===== config.mk =====
export PLATFORM = sky130hd
export DESIGN_NAME = clkd_front
export DESIGN_NICKNAME = d
export VERILOG_FILES = /design/src/sv/clkd_pkg.sv /design/src/sv/clkd_front.sv
export SDC_FILE = /design/constraint.sdc
export NUM_CORES = 1
export LEC_CHECK = 0
export ABC_AREA = 1
export BUFFER_PORTS_ARGS = -buffer_cell sky130_fd_sc_hd__clkbuf_2
export CAP_MARGIN = 20
export CORE_UTILIZATION = 51
export DETAILED_ROUTE_END_ITERATION = 16
export PLACE_DENSITY_LB_ADDON = 0.3
export SYNTH_ARGS = -nofsm -noshare
export SYNTH_HDL_FRONTEND = slang
export SYNTH_SLANG_ARGS = --single-unit

===== constraint.sdc =====
create_clock -name clock -period 2.7 [get_ports clock]
set_input_delay 0.27 -clock clock [delete_from_list [all_inputs] [get_ports clock]]
set_output_delay 0.27 -clock clock [all_outputs]
set_load 0.02 [all_outputs]

===== src/sv/clkd_pkg.sv =====
// Shared types, codes and field widths of the caching lock directory.
package clkd_pkg;

   // Field widths fixed by the request and response formats
   localparam int LOCK_ID_W   = 6;
   localparam int CLIENT_W    = 4;
   localparam int STATUS_W    = 3;
   localparam int KIND_W      = 2;
   localparam int REQ_TDATA_W = 16;
   localparam int RSP_TDATA_W = 16;

   localparam int LOCK_ID_SPAN = 1 << LOCK_ID_W;
   localparam int CLIENT_SPAN  = 1 << CLIENT_W;

   // Default sizing of the directory
   localparam int DEF_NUM_LOCKS   = 64;
   localparam int DEF_NUM_CLIENTS = 16;
   localparam int DEF_QUEUE_DEPTH = 16;

   typedef enum logic {
      CMD_ACQUIRE = 1'b0,
      CMD_RELEASE = 1'b1
   } cmd_type;

   typedef enum logic [KIND_W-1:0] {
      KIND_REPLY  = 2'd0,
      KIND_REVOKE = 2'd1,
      KIND_RETRY  = 2'd2
   } kind_type;

   typedef enum logic [STATUS_W-1:0] {
      STAT_OK        = 3'd0,
      STAT_RETRY     = 3'd1,
      STAT_NOT_OWNER = 3'd2,
      STAT_ALREADY   = 3'd3,
      STAT_FULL      = 3'd4
   } status_type;

   typedef enum logic [2:0] {
      BK_CLEAR,
      BK_IDLE,
      BK_LOOKUP,
      BK_REPLY,
      BK_SECOND
   } back_state_type;

   // One classified request as it waits between front and back
   typedef struct packed {
      cmd_type               cmd;
      logic [LOCK_ID_W-1:0]  lock_id;
      logic [CLIENT_W-1:0]   client;
   } item_type;

   // Back end control seen by the front end
   typedef struct packed {
      logic pop;
      logic clearing;
   } back_ctrl_type;

endpackage


===== src/sv/clkd_front.sv =====
// Front end: accept request beats, reduce lock and client indexes, queue them.
module clkd_front #(
   parameter int NUM_LOCKS   = clkd_pkg::DEF_NUM_LOCKS,
   parameter int NUM_CLIENTS = clkd_pkg::DEF_NUM_CLIENTS,
   localparam int LOCK_W = (NUM_LOCKS > 1) ? $clog2(NUM_LOCKS) : 1
) (
   input  logic                                clock,
   input  logic                                reset,
   input  logic                                req_tvalid,
   output logic                                req_tready,
   input  logic [clkd_pkg::REQ_TDATA_W-1:0]    req_tdata,
   input  logic                                req_tuser,
   input  clkd_pkg::back_ctrl_type             ctrl,
   output logic                                item_valid,
   output clkd_pkg::item_type                  item,
   output logic [LOCK_W-1:0]                   item_lock
);

   localparam int FIFO_DEPTH = 2;

   logic [LOCK_W-1:0]               lock_map   [clkd_pkg::LOCK_ID_SPAN];
   logic [clkd_pkg::CLIENT_W-1:0]   client_map [clkd_pkg::CLIENT_SPAN];

   clkd_pkg::item_type  entry_item_ff [FIFO_DEPTH];
   logic [LOCK_W-1:0]   entry_lock_ff [FIFO_DEPTH];
   logic                wr_ptr_ff, wr_ptr_in;
   logic                rd_ptr_ff, rd_ptr_in;
   logic [1:0]          cnt_ff, cnt_in;

   clkd_pkg::item_type  push_item;
   logic [clkd_pkg::LOCK_ID_W-1:0] in_lock;
   logic [clkd_pkg::CLIENT_W-1:0]  in_client;
   logic                push;

   // Constant index reduction tables
   for (genvar gi = 0; gi < clkd_pkg::LOCK_ID_SPAN; gi++) begin : g_lock_map
      assign lock_map[gi] = LOCK_W'(gi % NUM_LOCKS);
   end
   for (genvar gc = 0; gc < clkd_pkg::CLIENT_SPAN; gc++) begin : g_client_map
      assign client_map[gc] = clkd_pkg::CLIENT_W'(gc % NUM_CLIENTS);
   end

   assign in_lock   = req_tdata[clkd_pkg::LOCK_ID_W-1:0];
   assign in_client = req_tdata[clkd_pkg::LOCK_ID_W +: clkd_pkg::CLIENT_W];

   always_comb begin
      push_item.cmd     = clkd_pkg::cmd_type'(req_tuser);
      push_item.lock_id = in_lock;
      push_item.client  = client_map[in_client];
   end

   assign req_tready = (cnt_ff != 2'(FIFO_DEPTH)) && !ctrl.clearing;
   assign push       = req_tvalid && req_tready;

   always_comb begin
      wr_ptr_in = push     ? ~wr_ptr_ff : wr_ptr_ff;
      rd_ptr_in = ctrl.pop ? ~rd_ptr_ff : rd_ptr_ff;
      cnt_in    = cnt_ff + 2'(push) - 2'(ctrl.pop);
   end

   always_ff @(posedge clock) begin
      if (reset) begin
         wr_ptr_ff <= 1'b0;
         rd_ptr_ff <= 1'b0;
         cnt_ff    <= '0;
      end else begin
         wr_ptr_ff <= wr_ptr_in;
         rd_ptr_ff <= rd_ptr_in;
         cnt_ff    <= cnt_in;
      end
   end

   always_ff @(posedge clock) begin
      if (push) begin
         entry_item_ff[wr_ptr_ff] <= push_item;
         entry_lock_ff[wr_ptr_ff] <= lock_map[in_lock];
      end
   end

   assign item_valid = (cnt_ff != 2'd0);
   assign item       = entry_item_ff[rd_ptr_ff];
   assign item_lock  = entry_lock_ff[rd_ptr_ff];

endmodule


**Word level (Yosys, flattened, before mapping)**

Memory sizes are Yosys's and may differ from the RTL's. A register that Yosys moved wholly into a read port is not among the register bits.
Cells that the tools add are included.
Widths: inputs -> output; s select.

- $lt $le $gt $ge: 2
- Equality and inequality tests: 1
- Bitwise logic cells: 4
- Add/subtract/negate cells: 2
- Reductions and logical operators: 4
- Mux-type cells: 10

Operators with widths:

| cell | number |
|---|---|
| $mux 6 | 2 |
| $mux 4 | 2 |
| $ge 7x7->1 const B | 1 |
| $not 6->7 | 1 |
| $mux 1 | 6 |
| $ge 5x5->1 const B | 1 |
| $not 4->5 | 1 |
| $add 2x1->2 | 1 |
| $logic_and 1x1->1 | 2 |
| $ne 2x2->1 const B | 1 |
| $not 1->1 | 2 |
| $reduce_bool 2->1 | 1 |
| $sub 2x1->2 | 1 |
| $logic_not 1->1 | 1 |

- Flip-flop bits (word level): 4
- Memory bits (read-only): 448
- Memories: 4
- RAM bits: 34
- Output and inout bits: 19

Memories:

| memory | depth | width | rd ports | clocked after Yosys merged registers in | wr ports | line | source |
|---|---|---|---|---|---|---|---|
| (name not given) | 64 | 6 | 1 | 0 | 0 | clkd_front.sv:76 | `entry_lock_ff[wr_ptr_ff] <= lock_map[in_lock];` |
| (name not given) | 16 | 4 | 1 | 0 | 0 | clkd_front.sv:49 | `push_item.client = client_map[in_client];` |
| entry_item_ff | 2 | 11 | 1 | 1 | 1 | clkd_front.sv:24 | `clkd_pkg::item_type entry_item_ff [FIFO_DEPTH];` |
| entry_lock_ff | 2 | 6 | 1 | 1 | 1 | clkd_front.sv:25 | `logic [LOCK_W-1:0] entry_lock_ff [FIFO_DEPTH];` |

**Logic depth before layout (Yosys ltp)**

- Word-level depth: 5
- Depth in mapped cells: 11

**Worst setup path before layout**

OpenSTA, ideal clock, no wires.

- Kind: flip-flop to flip-flop
- From: reg cnt_ff[0]
- To: mem entry_item_ff[0][0] (netlist bit), enable pin
- Slack: 1.298 ns
- Arrival: 1.024 ns
- Cell stages (with the launch flop): 5
- Setup time: 0.378 ns
- Period minus slack after synthesis: 1.402 ns
- Cells stage by stage: dfxtp_1 > inv_1 > nand2_1 > nand3_2 > nor2_1

- Word-level cells in the longest chain between the ends: 5

RTL lines:

| what | line | source |
|---|---|---|
| start: declaration | clkd_front.sv:28 | `logic [1:0] cnt_ff, cnt_in;` |
| start signal: assignment | clkd_front.sv:69 | `cnt_ff <= cnt_in;` |
| $ne 2x2->1 | clkd_front.sv:52 | `assign req_tready = (cnt_ff != 2'(FIFO_DEPTH)) && !ctrl.clearing;` |
| $logic_and 1x1->1 | clkd_front.sv:52 |  |
| $logic_and 1x1->1 | clkd_front.sv:53 | `assign push = req_tvalid && req_tready;` |
| $mux 1 | clkd_front.sv:74 | `if (push) begin` |
| $mux 1 (not written as such) | clkd_front.sv:75 | `entry_item_ff[wr_ptr_ff] <= push_item;` |
| end: declaration | clkd_front.sv:24 |  |

Every way passes these cells.

==> metrics.txt <==
Placer Congestion 0.596; number of fill cells 159; Post-Layout Cell Count 136; Fmax achieved 522 MHz; Multi-input gate area 275 um2; unrepaired setup endpoints after global routing no; Worst Setup Slack, final 783 ps; yosys warns 0; HP Start req_tdata[1]; largest net degree at the start of global routing 16; Final setup viols 0; Synth Instances 77; Tcrit/Tclk final 0.710; Post-DP HPWL 1.21 mm; Power Density 617 nW/um2; TritonCTS Buffers 3; leakage power 0.596 nW; Critical R2R Launch cnt_ff[0]; Total Negative Setup Slacks 0 ps; syn_nets 101; worst skew pair latency 310 ps; TritonCTS clock tree yes; PortBufs 34; initial antenna violation count 0; layout cells sized above 1 0.468; Post-CTS Resized 0; Longest Clk Path Bufs 2; top post-synthesis cells by count 22 x edfxtp_1, 11 x inv_1, 10 x mux2_4; Post-Synth XOR/XNOR Area 0.00773; syn_area_per_cell 14.7 um2; H-tree Lvls 1; main combinational cell family by area after synthesis multiplexers; critical path arrival 1650 ps; GRT Util Overall 0.146; Synth Area in Adders 0.0221; First DRT Iteration DRCs 11; worst min path class in -> reg; Post-DRT Antenna Nets 0; area share of and/or/nand/nor cells after synthesis 0.0618; FF-to-FF End cnt_ff[1]; routed len/inst 12.1 um; Main synth FF type edfxtp_1; Slew Limit Fails 0; Reg area 761 um2; area grow syn2layout 16.1%; worst clock skew 2.66 ps; Max FO, Critical Path 11; worst-margin pin slew 657 ps; largest cells by area after synthesis edfxtp_1 58%, mux2_4 13%, dfxtp_1 8.8%; grt ovf 0; CP required 2430 ps; CTS Root Cell clkbuf_4; Worst Setup End Kind output port; top cell type's share of synthesized area 0.583; Vias 652; Ports 41; worst hold endpoint entry_lock_ff[1][1]; die height 49.1 um; final hold vios 0; Synth area leader edfxtp_1; Peak supply drop 0.000396 V; Seq/Total Area, Yosys 0.671; clk sinks 27; Cells after DPL 132; Hold Path Stages 1; crit start category flip-flop; CTS Hold Buffers Added 0; Final #Nets 134; Core Region 2020 um2; status finished clean; first-pass GRT wire length 2.55 mm; DR vias/cell 4.79; Starting Density 0.561; number of flops mapped to enable cells by yosys 22; Setup Crit Path Kind reg -> out; Placement Setup Slack 1120 ps; mux cell area share after synthesis 0.142; Inserted Diodes 0; number of global-route vias before repair 593; Compound-Gate Fraction of Synth Area 0.00883; DRC 0; most frequent cell after synthesis edfxtp_1; Slew HR 0.562; drt pass-1 iters 4; Max-cap violations 0; area of the die 2420 um2; Post-Route WL 1.64 mm; Synth cell types 15; Async SR Flop Fraction 0; Rows 16; Seq cells post-synth 27; r2r setup slk 1180 ps; Final min period 1920 ps; postcts setup bufs 0; post-layout total power 0.812 mW; reg2reg path depth 10; Die X 49.1 um; mapped cell area 1130 um2; clock-pin slew on the worst setup and hold paths 140 ps
## critical path, cell delays in order (launching register included)
cell and delay [ps]:
dfxtp_1 770, mux2_2 410, clkbuf_2 160
## cells in the final DEF, fill, tap and decap left out, types with 2 or more instances in the layout
cell type  netlist  routed
clkbuf_2         0      34
mux2_4          10      10
dfxtp_1          5       5
nor2_1           6       6
nand2_1          7       7
inv_1           11      11
clkbuf_4         0       3
a21oi_1          2       2
ha_1             2       2
edfxtp_1        22      22
## worst max-delay path by stage
stage	startpoint	to	slack, ps	depth (start not counted)
detailed placement	flip-flop	item[6]	1120	2
CTS	flip-flop	item[6]	760	2
finish	flip-flop	item[6]	780	2
floorplan	cnt_ff[0]	entry_item_ff[0][0]	1300	4
global route	flip-flop	item[6]	680	2
global placement	flip-flop	item[6]	1110	2
## sequential cells by signal (all words and copies together), names as in the netlist, named ones only
signal,cells
rd_ptr_ff,1
wr_ptr_ff,1
entry_item_ff,17
cnt_ff,2
entry_lock_ff,5
## routing by layer
metal	global-route usage	wire [um]	vias to the layer above
met3	0.0312	82	2
li1	-	-	321
met4	0.0441	14	0
met1	0.152	646	304
met2	0.285	899	25
met5	0	0	-
## per-stage QoR
step	hold WS, ps	util	area [um2]
2_1_floorplan	341	-	1130
3_3_place_gp	460	0.637	1290
3_5_place_dp	465	0.637	1290
4_1_cts	135	0.651	1320
5_1_grt	120	0.651	1320
6_report	139	0.651	1320
## area by class of cell
cell class,count,share of cell area
Clock buffer,3,0.0171
Clock inverter,1,0.00380
Inverter,11,0.0314
Multi-Input combinational cell,32,0.209
Sequential cell,27,0.578
Tap cell,27,0.0257
Timing Repair Buffer,35,0.135
## kinds of logic after synthesis
| logic type | count (synthesis) |
|---|---|
| simple gates | 16 |
| xor+xnor | 1 |
| mux | 11 |
| buf+inv | 18 |
| compound gates | 2 |
| flops | 27 |
| fa+ha+maj | 2 |
## report_power, final
| group | internal, mW | switching, mW |
|---|---|---|
| clock | 0.0553 | 0.111 |
| combinational | 0.0675 | 0.0880 |
| sequential | 0.475 | 0.0165 |
| total | 0.597 | 0.215 |
Power figures use the tool's default switching activity.
